`config.mk`:
```
export PLATFORM = sky130hd
export DESIGN_NAME = tilt_motion_reporter
export DESIGN_NICKNAME = d
export VERILOG_FILES = /design/src/hdl/tmr_pkg.sv /design/src/hdl/tilt_motion_reporter.sv
export SDC_FILE = /design/constraint.sdc
export NUM_CORES = 2
export LEC_CHECK = 0
export BUFFER_PORTS_ARGS = -buffer_cell sky130_fd_sc_hd__buf_2
export CAP_MARGIN = 20
export CORE_MARGIN = 2
export CORE_UTILIZATION = 32
export DETAILED_ROUTE_END_ITERATION = 7
export SLEW_MARGIN = 40
export SYNTH_ARGS = -nofsm -noshare
export SYNTH_HDL_FRONTEND = slang
export SYNTH_SLANG_ARGS = --single-unit
```
`constraint.sdc`:
```
create_clock -name clock -period 16.7 [get_ports clock]
set_clock_uncertainty 0.05 [all_clocks]
set_input_delay 1.67 -clock clock [delete_from_list [all_inputs] [get_ports clock]]
set_output_delay 1.67 -clock clock [all_outputs]
set_load 0.005 [all_outputs]
```
`src/hdl/tmr_pkg.sv`:
```
// Package for the tilt motion reporter: word types, codes and constants.
package tmr_pkg;

   localparam int ACCEL_FRAC_BITS = 8;
   // Clamp limit of +-10 m/s^2 in fixed point.
   localparam int ACCEL_LIM       = 10 << ACCEL_FRAC_BITS;
   localparam int SMOOTH_ONE      = 256;
   localparam int POS_LEVEL       = 1000;
   localparam int POS_SCALE       = 100;
   localparam int POS_MAX         = 2000;
   localparam int CSR_INDEX_W     = 3;
   localparam int CSR_DATA_W      = 40;

   typedef enum logic [1:0] {
      KIND_START    = 2'd0,
      KIND_STOP     = 2'd1,
      KIND_POSITION = 2'd2
   } report_kind_type;

   typedef enum logic [CSR_INDEX_W-1:0] {
      REG_MODE_BINARY        = 3'd0,
      REG_POSITION_THRESHOLD = 3'd1,
      REG_MOTION_THRESHOLD   = 3'd2,
      REG_SAMPLE_INTERVAL    = 3'd3,
      REG_INACTIVITY_TIMEOUT = 3'd4,
      REG_MIN_FRAME_GAP      = 3'd5,
      REG_SMOOTHING_FACTOR   = 3'd6,
      REG_TARGET_SERIAL      = 3'd7
   } csr_index_type;

   typedef struct packed {
      logic signed [15:0] accel_x;
      logic signed [15:0] accel_y;
      logic [31:0]        time_ms;
   } req_word_type;

   typedef struct packed {
      logic [1:0]  report_kind;
      logic [10:0] position_x;
      logic [10:0] position_y;
      logic        last_of_run;
   } rsp_word_type;

endpackage

```
`src/hdl/tilt_motion_reporter.sv`:
```
// Tilt motion reporter: sample smoother with motion events and tilt position reports.
//
// Usage:
//   Input words (accel_x, accel_y, time_ms) enter on the req_ channel, taken at an
//   edge where req_valid is high and req_stall is low. Result words leave on the
//   rsp_ channel, taken where rsp_valid is high and rsp_stall is low.
//   A word first lands in an input register; when the output side can take its
//   results, an edge runs the filter and compare logic and loads zero, one or two
//   results into a two-entry output buffer, whose head drives rsp_data.
//   Throughput is one input word per cycle while results are taken; a word that
//   yields two results fills the output buffer, and the next input word waits in
//   the input register (req_stall high) until the second result is being taken.
//   A stalled receiver keeps rsp_data steady; req_stall rises while the input
//   register holds a word that the output buffer cannot take.
//   Configuration registers are written through csr_wr_en / csr_index / csr_wdata
//   while the block is idle. Synchronous reset restores register defaults, resets
//   filter state and empties both buffers.
module tilt_motion_reporter (
   input  logic                            clock,
   input  logic                            reset,
   input  logic                            req_valid,
   output logic                            req_stall,
   input  tmr_pkg::req_word_type           req_data,
   output logic                            rsp_valid,
   input  logic                            rsp_stall,
   output tmr_pkg::rsp_word_type           rsp_data,
   input  logic                            csr_wr_en,
   input  logic [tmr_pkg::CSR_INDEX_W-1:0] csr_index,
   input  logic [tmr_pkg::CSR_DATA_W-1:0]  csr_wdata
);
   import tmr_pkg::*;

   // configuration
   logic        mode_binary_ff;
   logic [14:0] position_threshold_ff;
   logic [14:0] motion_threshold_ff;
   logic [15:0] sample_interval_ff;
   logic [31:0] inactivity_timeout_ff;
   logic [15:0] min_frame_gap_ff;
   logic [8:0]  smoothing_factor_ff;
   logic [39:0] target_serial_ff;

   // filter state
   logic [31:0]        last_accept_time_ff, last_accept_time_in;
   logic               primed_ff, primed_in;
   logic signed [15:0] smooth_x_ff, smooth_x_in;
   logic signed [15:0] smooth_y_ff, smooth_y_in;
   logic signed [15:0] reference_x_ff, reference_x_in;
   logic signed [15:0] reference_y_ff, reference_y_in;
   logic               moving_ff, moving_in;
   logic [31:0]        last_motion_time_ff, last_motion_time_in;
   logic [31:0]        last_report_time_ff, last_report_time_in;
   logic [11:0]        sent_x_ff, sent_x_in;
   logic [11:0]        sent_y_ff, sent_y_in;

   // input register and output buffer
   logic         in_vld_ff;
   req_word_type in_word_ff;
   logic [1:0]   out_cnt_ff, out_cnt_in;
   rsp_word_type slot0_ff, slot0_in;
   rsp_word_type slot1_ff, slot1_in;

   logic         fire;
   logic         pop;
   logic         req_take;
   logic [1:0]   res_n;
   rsp_word_type res0, res1;

   function automatic logic signed [15:0] smooth_step(input logic signed [15:0] s,
                                                      input logic signed [15:0] a,
                                                      input logic [8:0] f);
      logic signed [16:0] d;
      logic signed [26:0] p;
      logic signed [26:0] q;
      logic signed [26:0] sum;
      d   = {a[15], a} - {s[15], s};
      p   = d * $signed({1'b0, f});
      q   = p >>> 8;
      sum = {{11{s[15]}}, s} + q;
      return sum[15:0];
   endfunction

   function automatic logic [16:0] abs_diff(input logic signed [15:0] a,
                                            input logic signed [15:0] b);
      logic signed [16:0] d;
      d = {a[15], a} - {b[15], b};
      return d[16] ? 17'(-d) : 17'(d);
   endfunction

   function automatic logic [10:0] to_position(input logic signed [15:0] v);
      logic signed [17:0] vc;
      logic [16:0]        mag;
      logic [23:0]        prod;
      logic [23:0]        shifted;
      logic [10:0]        m;
      vc = {{2{v[15]}}, v};
      if (vc > 18'(ACCEL_LIM)) begin
         vc = 18'(ACCEL_LIM);
      end else if (vc < -18'(ACCEL_LIM)) begin
         vc = -18'(ACCEL_LIM);
      end
      mag     = vc[17] ? 17'(-vc) : 17'(vc);
      prod    = {7'd0, mag} * 24'(POS_SCALE);
      shifted = prod >> ACCEL_FRAC_BITS;
      m       = shifted[10:0];
      return vc[17] ? 11'(POS_LEVEL) - m : 11'(POS_LEVEL) + m;
   endfunction

   assign pop       = (out_cnt_ff != 2'd0) && !rsp_stall;
   // process the held word only when the buffer will be empty this edge
   assign fire      = in_vld_ff && (out_cnt_ff == 2'd0 || (out_cnt_ff == 2'd1 && pop));
   assign req_stall = in_vld_ff && !fire;
   assign req_take  = req_valid && !req_stall;
   assign rsp_valid = (out_cnt_ff != 2'd0);
   assign rsp_data  = slot0_ff;

   always_ff @(posedge clock) begin
      if (reset) begin
         mode_binary_ff        <= 1'b0;
         position_threshold_ff <= 15'd256;
         motion_threshold_ff   <= 15'd256;
         sample_interval_ff    <= 16'd50;
         inactivity_timeout_ff <= 32'd1000;
         min_frame_gap_ff      <= 16'd70;
         smoothing_factor_ff   <= 9'd154;
         target_serial_ff      <= 40'd0;
      end else if (csr_wr_en) begin
         unique case (csr_index_type'(csr_index))
            REG_MODE_BINARY:        mode_binary_ff        <= csr_wdata[0];
            REG_POSITION_THRESHOLD: position_threshold_ff <= csr_wdata[14:0];
            REG_MOTION_THRESHOLD:   motion_threshold_ff   <= csr_wdata[14:0];
            REG_SAMPLE_INTERVAL:    sample_interval_ff    <= csr_wdata[15:0];
            REG_INACTIVITY_TIMEOUT: inactivity_timeout_ff <= csr_wdata[31:0];
            REG_MIN_FRAME_GAP:      min_frame_gap_ff      <= csr_wdata[15:0];
            REG_SMOOTHING_FACTOR:   smoothing_factor_ff   <= csr_wdata[8:0];
            REG_TARGET_SERIAL:      target_serial_ff      <= csr_wdata[39:0];
            default: ;
         endcase
      end
   end

   always_comb begin
      logic signed [15:0] ax, ay;
      logic [31:0]        now;
      logic [8:0]         f;
      logic               mv, trig, start, stop, moving_mid;
      logic [31:0]        motion_mid;
      logic [10:0]        px, py;
      logic               report;

      ax  = in_word_ff.accel_x;
      ay  = in_word_ff.accel_y;
      now = in_word_ff.time_ms;
      f   = (smoothing_factor_ff > 9'(SMOOTH_ONE)) ? 9'(SMOOTH_ONE) : smoothing_factor_ff;

      last_accept_time_in = last_accept_time_ff;
      primed_in           = primed_ff;
      smooth_x_in         = smooth_x_ff;
      smooth_y_in         = smooth_y_ff;
      reference_x_in      = reference_x_ff;
      reference_y_in      = reference_y_ff;
      moving_in           = moving_ff;
      last_motion_time_in = last_motion_time_ff;
      last_report_time_in = last_report_time_ff;
      sent_x_in           = sent_x_ff;
      sent_y_in           = sent_y_ff;
      res_n               = 2'd0;
      res0                = '0;
      res1                = '0;

      mv         = 1'b0;
      trig       = 1'b0;
      start      = 1'b0;
      stop       = 1'b0;
      moving_mid = moving_ff;
      motion_mid = last_motion_time_ff;
      px         = to_position(smooth_x_in);
      py         = to_position(smooth_y_in);
      report     = 1'b0;

      // drop samples that come too soon
      if ((now - last_accept_time_ff) >= {16'd0, sample_interval_ff}) begin
         last_accept_time_in = now;
         if (!primed_ff) begin
            smooth_x_in    = ax;
            smooth_y_in    = ay;
            reference_x_in = ax;
            reference_y_in = ay;
            primed_in      = 1'b1;
         end else begin
            smooth_x_in = smooth_step(smooth_x_ff, ax, f);
            smooth_y_in = smooth_step(smooth_y_ff, ay, f);
            px          = to_position(smooth_x_in);
            py          = to_position(smooth_y_in);
            if (mode_binary_ff) begin
               mv = abs_diff(smooth_x_in, reference_x_ff) >= {2'd0, motion_threshold_ff} ||
                    abs_diff(smooth_y_in, reference_y_ff) >= {2'd0, motion_threshold_ff};
               start      = mv && !moving_ff;
               moving_mid = moving_ff || mv;
               motion_mid = mv ? now : last_motion_time_ff;
               stop       = moving_mid && ((now - motion_mid) >= inactivity_timeout_ff);
               moving_in           = moving_mid && !stop;
               last_motion_time_in = motion_mid;
               reference_x_in      = smooth_x_in;
               reference_y_in      = smooth_y_in;
               // start goes first when both occur
               if (start) begin
                  res0.report_kind = KIND_START;
                  res0.last_of_run = !stop;
                  res1.report_kind = KIND_STOP;
                  res1.last_of_run = 1'b1;
                  res_n            = stop ? 2'd2 : 2'd1;
               end else if (stop) begin
                  res0.report_kind = KIND_STOP;
                  res0.last_of_run = 1'b1;
                  res_n            = 2'd1;
               end
            end else begin
               trig = abs_diff(smooth_x_in, reference_x_ff) >= {2'd0, position_threshold_ff} ||
                      abs_diff(smooth_y_in, reference_y_ff) >= {2'd0, position_threshold_ff};
               report = trig && ((now - last_report_time_ff) >= {16'd0, min_frame_gap_ff}) &&
                        ({1'b0, px} != sent_x_ff || {1'b0, py} != sent_y_ff);
               if (report) begin
                  sent_x_in           = {1'b0, px};
                  sent_y_in           = {1'b0, py};
                  last_report_time_in = now;
                  last_motion_time_in = now;
                  reference_x_in      = smooth_x_in;
                  reference_y_in      = smooth_y_in;
                  // zero serial: update state, emit nothing
                  if (target_serial_ff != 40'd0) begin
                     res0.report_kind = KIND_POSITION;
                     res0.position_x  = px;
                     res0.position_y  = py;
                     res0.last_of_run = 1'b1;
                     res_n            = 2'd1;
                  end
               end
            end
         end
      end
   end

   always_ff @(posedge clock) begin
      if (reset) begin
         last_accept_time_ff <= '0;
         primed_ff           <= 1'b0;
         smooth_x_ff         <= '0;
         smooth_y_ff         <= '0;
         reference_x_ff      <= '0;
         reference_y_ff      <= '0;
         moving_ff           <= 1'b0;
         last_motion_time_ff <= '0;
         last_report_time_ff <= '0;
         sent_x_ff           <= 12'hFFF;
         sent_y_ff           <= 12'hFFF;
      end else if (fire) begin
         last_accept_time_ff <= last_accept_time_in;
         primed_ff           <= primed_in;
         smooth_x_ff         <= smooth_x_in;
         smooth_y_ff         <= smooth_y_in;
         reference_x_ff      <= reference_x_in;
         reference_y_ff      <= reference_y_in;
         moving_ff           <= moving_in;
         last_motion_time_ff <= last_motion_time_in;
         last_report_time_ff <= last_report_time_in;
         sent_x_ff           <= sent_x_in;
         sent_y_ff           <= sent_y_in;
      end
   end

   // input register
   always_ff @(posedge clock) begin
      if (reset) begin
         in_vld_ff <= 1'b0;
      end else if (req_take) begin
         in_vld_ff <= 1'b1;
      end else if (fire) begin
         in_vld_ff <= 1'b0;
      end
   end

   always_ff @(posedge clock) begin
      if (req_take) begin
         in_word_ff <= req_data;
      end
   end

   // output buffer: load on fire, else advance on pop
   always_comb begin
      out_cnt_in = out_cnt_ff;
      slot0_in   = slot0_ff;
      slot1_in   = slot1_ff;
      if (fire) begin
         out_cnt_in = res_n;
         slot0_in   = res0;
         slot1_in   = res1;
      end else if (pop) begin
         out_cnt_in = out_cnt_ff - 2'd1;
         slot0_in   = slot1_ff;
      end
   end

   always_ff @(posedge clock) begin
      if (reset) begin
         out_cnt_ff <= 2'd0;
      end else begin
         out_cnt_ff <= out_cnt_in;
      end
   end

   always_ff @(posedge clock) begin
      slot0_ff <= slot0_in;
      slot1_ff <= slot1_in;
   end

   a_cnt_range: assert property (@(posedge clock) disable iff (reset)
      out_cnt_ff != 2'd3)
      else $error("output buffer count out of range");

   a_not_last_follows: assert property (@(posedge clock) disable iff (reset)
      rsp_valid && !rsp_data.last_of_run |-> out_cnt_ff == 2'd2)
      else $error("non-final result without a following word");

   a_fire_load: assert property (@(posedge clock) disable iff (reset)
      fire |=> out_cnt_ff == $past(res_n))
      else $error("buffer load lost a pending word");

   a_pos_range: assert property (@(posedge clock) disable iff (reset)
      rsp_valid && rsp_data.report_kind == KIND_POSITION |->
         rsp_data.position_x <= 11'(POS_MAX) && rsp_data.position_y <= 11'(POS_MAX))
      else $error("position out of range");

   a_stall_held: assert property (@(posedge clock) disable iff (reset)
      req_stall |-> in_vld_ff && rsp_valid)
      else $error("input stalled with an empty output buffer");

endmodule

```
==> run_results.csv <==
group,metric,value,unit
yosys,synth_area_per_cell,8.39,sq um
yosys,netlist_area,42700,sq um
clocking,cts.sinks,422,
worst_setup_path,crit_path_end_kind,"flop",
yosys,synth-seq-cells,422,
drt,routedWlPerCell,16.6,um
timing,setup_violations,3,
grt,grt_max_degree,119,
worst_setup_path,setup.worst_path.start_class,"flop",
drt,vias_per_cell,4.91,
yosys,synth_nets,5971,
hold_path,hp-class,"reg -> reg",
layout,drive_above_1_share,21.7,%
clocking,worstSkewPairLatency,670,ps
place,io_buffer_count,138,
drt,wl,127000,um
worst_setup_path,critPathSlowestCell,"fa_1",
layout,layout.nets,6736,
timing,hold_viol_final,0,
timing,fmax,58.8,MHz
layout,layout_commonest_cell,"buf_4",
yosys,synth_edf_count,90,
drt,num_vias,37600,
layout,area_delta_synth_final,26.6,%
grt,grt_pass1_wl,202000,um
yosys,synthCells,5091,
timing,fin_ws,-320,ps
floorplanning,fp.dieArea,136000,sq um
worst_setup_path,cp_max_fo,5,
grt,grt_use_met1,23.7,%
timing,finalCriticalPeriod,17020,ps
clocking,htreeDepth,2,
worst_setup_path,required,17250,ps
floorplanning,fp-row-count,134,
timing,slew_viol_final,0,
yosys,async_flop_share,0,%
floorplanning,ios,139,
yosys,ys_seq_area_share,21.9,%
layout,mostFrequentLayoutCells,"buf_4 (710), inv_1 (599), nand2_1 (588)",
layout,diodes,0,
place,routabilityCongestion,0.923,
grt,overflow,0,
run,maxCapViolCount,0,
floorplanning,die_height,369,um
drt,drt_iter0_drc,2003,
grt,grt_pass1_vias,38000,
grt,grt.total_usage,18.3,%
timing,min_period_over_period,102,%
yosys,ys_warn_count,0,
clocking,clkSlewWorstSetupHoldPaths,60,ps
drt,drc,0,
yosys,synth.distinct_cells,113,
grt,grt.met3_usage,2.48,%
floorplanning,die_w,369,um
clocking,cts_tree,"yes",
drt,ant_nets,0,
timing,rsz0062_at_grt,"true",
floorplanning,coreArea,133000,sq um
yosys,synthFlopType,"dfxtp_1",
worst_setup_path,critPathKind,"reg -> reg",
grt,use_met2,31.5,%
grt,antenna_found_initial,8,
clocking,numCtsBuffers,53,
timing,tightestPinTransition,783,ps
run_status,status,"complete, but fails checks",
worst_setup_path,path_common_cell,"o21a_1",
timing,holdWs,403,ps
grt,grt.busiest_layer,"met2",
timing,slew_headroom,47.8,%
worst_setup_path,worstPathArrival,17570,ps
clocking,clockBufferDepth,3,
worst_setup_path,max_stage_delay,550,ps
clocking,cts_root_buf,"clkbuf_16",
floorplanning,start_util,32.1,%
run_status,violations,"setup timing",
place,dp_hpwl,100000,um
clocking,hold_buffers,0,
drt,drt_pass1_iterations,6,
through the flow:
stage	utilization [%]	instance area, sq um	setup TNS [ps]	instances	worst slack (ps)
2_1_floorplan	-	42900	0	5091	3.93
3_3_place_gp	37.7	50100	-1830	7472	-690
3_5_place_dp	37.7	50100	-2390	7473	-842
4_1_cts	39.8	52900	-182	7624	-92.4
5_1_grt	40.7	54100	-7430	7669	-1170
6_report	40.7	54100	-873	7669	-320
sequential cells by signal, indices dropped and copies added (netlist names), 11 cells and up:
signal,count
rsp_data,25
sent_y_ff,11
reference_y_ff,16
sent_x_ff,12
position_threshold_ff,15
in_word_ff,64
smooth_y_ff,16
last_motion_time_ff,32
last_report_time_ff,32
target_serial_ff,40
reference_x_ff,16
motion_threshold_ff,15
sample_interval_ff,16
last_accept_time_ff,32
inactivity_timeout_ff,32
smooth_x_ff,16
min_frame_gap_ff,16
logic make-up after synthesis:
| group | after synthesis | share of synthesized area (%) |
|---|---|---|
| multiplexers | 237 | 5.65 |
| adder cells (fa/ha/maj) | 768 | 27.1 |
| AO/OA/AOI/OAI | 956 | 14.5 |
| flip-flops | 422 | 21.9 |
| buffers and inverters | 779 | 7.02 |
| AND/OR/NAND/NOR | 1632 | 17.5 |
| XOR/XNOR | 297 | 6.32 |
final cells by class:
cell class	count	area (sq um)
Sequential cell	422	9350
Fill cell	13200	78900
Tap cell	1768	2210
Clock buffer	65	1430
Inverter	614	2310
Clock inverter	35	473
Multi-Input combinational cell	3890	31800
Timing Repair Buffer	875	6510
repair_timing:
item | CTS | global route
setup buffers | 51 | 42
gates cloned | 0 | 2
endpoints found under the setup margin | 57 | 147
gates resized for setup | 125 | 135
pin swaps | 134 | 153
Yosys cell counts, types with 8 or more instances:
master / n / area, sq um
o21bai_1: 20 / 150
nand2_1: 595 / 2230
a2111oi_0: 9 / 78.8
nor2b_1: 87 / 544
dfxtp_1: 332 / 6650
o21ai_1: 11 / 55.1
xor2_1: 98 / 858
o211ai_1: 25 / 188
a31oi_1: 31 / 194
o31a_1: 9 / 78.8
buf_1: 9 / 33.8
and4_1: 8 / 70.1
ha_1: 507 / 6340
a211oi_1: 40 / 300
fa_1: 261 / 5230
edfxtp_1: 90 / 2700
mux2_2: 27 / 304
nor2_1: 495 / 1860
buf_2: 11 / 55.1
mux2i_1: 209 / 2090
or2_2: 16 / 100
and2_1: 87 / 544
o21a_1: 53 / 398
a211o_1: 8 / 70.1
or3_1: 31 / 194
a21boi_0: 10 / 75.1
a21o_1: 95 / 713
nand3_1: 50 / 250
o31ai_1: 16 / 120
nand2b_1: 74 / 463
clkbuf_1: 136 / 510
and3_1: 18 / 113
nor4_1: 25 / 156
nor3_1: 76 / 380
o2111ai_1: 14 / 123
a21oi_1: 333 / 1670
xnor2_1: 192 / 1680
inv_1: 614 / 2300
o21ai_0: 170 / 851
nand4_1: 24 / 150
routing by layer:
metal	part of all wire, %	wire length [um]
met1	45	56800
met3	4.5	5690
met4	3.2	4050
met5	0.016	20
met2	48	60600
critical path, delay by kind of cell (launching register included):
kind                     cells  cell delay, ps
buffers and inverters        8             780
flip-flops                   1             340
multiplexers                 2             430
AO/OA/AOI/OAI               41            7120
XOR/XNOR                     3             500
AND/OR/NAND/NOR             25            2710
adder cells (fa/ha/maj)     14            4990
worst paths after layout:
path	from	end	slack, ps	cells past startpoint
worst min register to register	target_serial_ff[6]	target_serial_ff[6]	400	2
worst max register to register	in_word_ff[32]	out_cnt_ff[0]	-320	93
worst max-delay path	in_word_ff[32]	out_cnt_ff[0]	-320	93
worst min-delay path	target_serial_ff[6]	target_serial_ff[6]	400	2
Power is not shown: default switching activity piles up to over one toggle a cycle in this logic, so the estimate is an artifact.
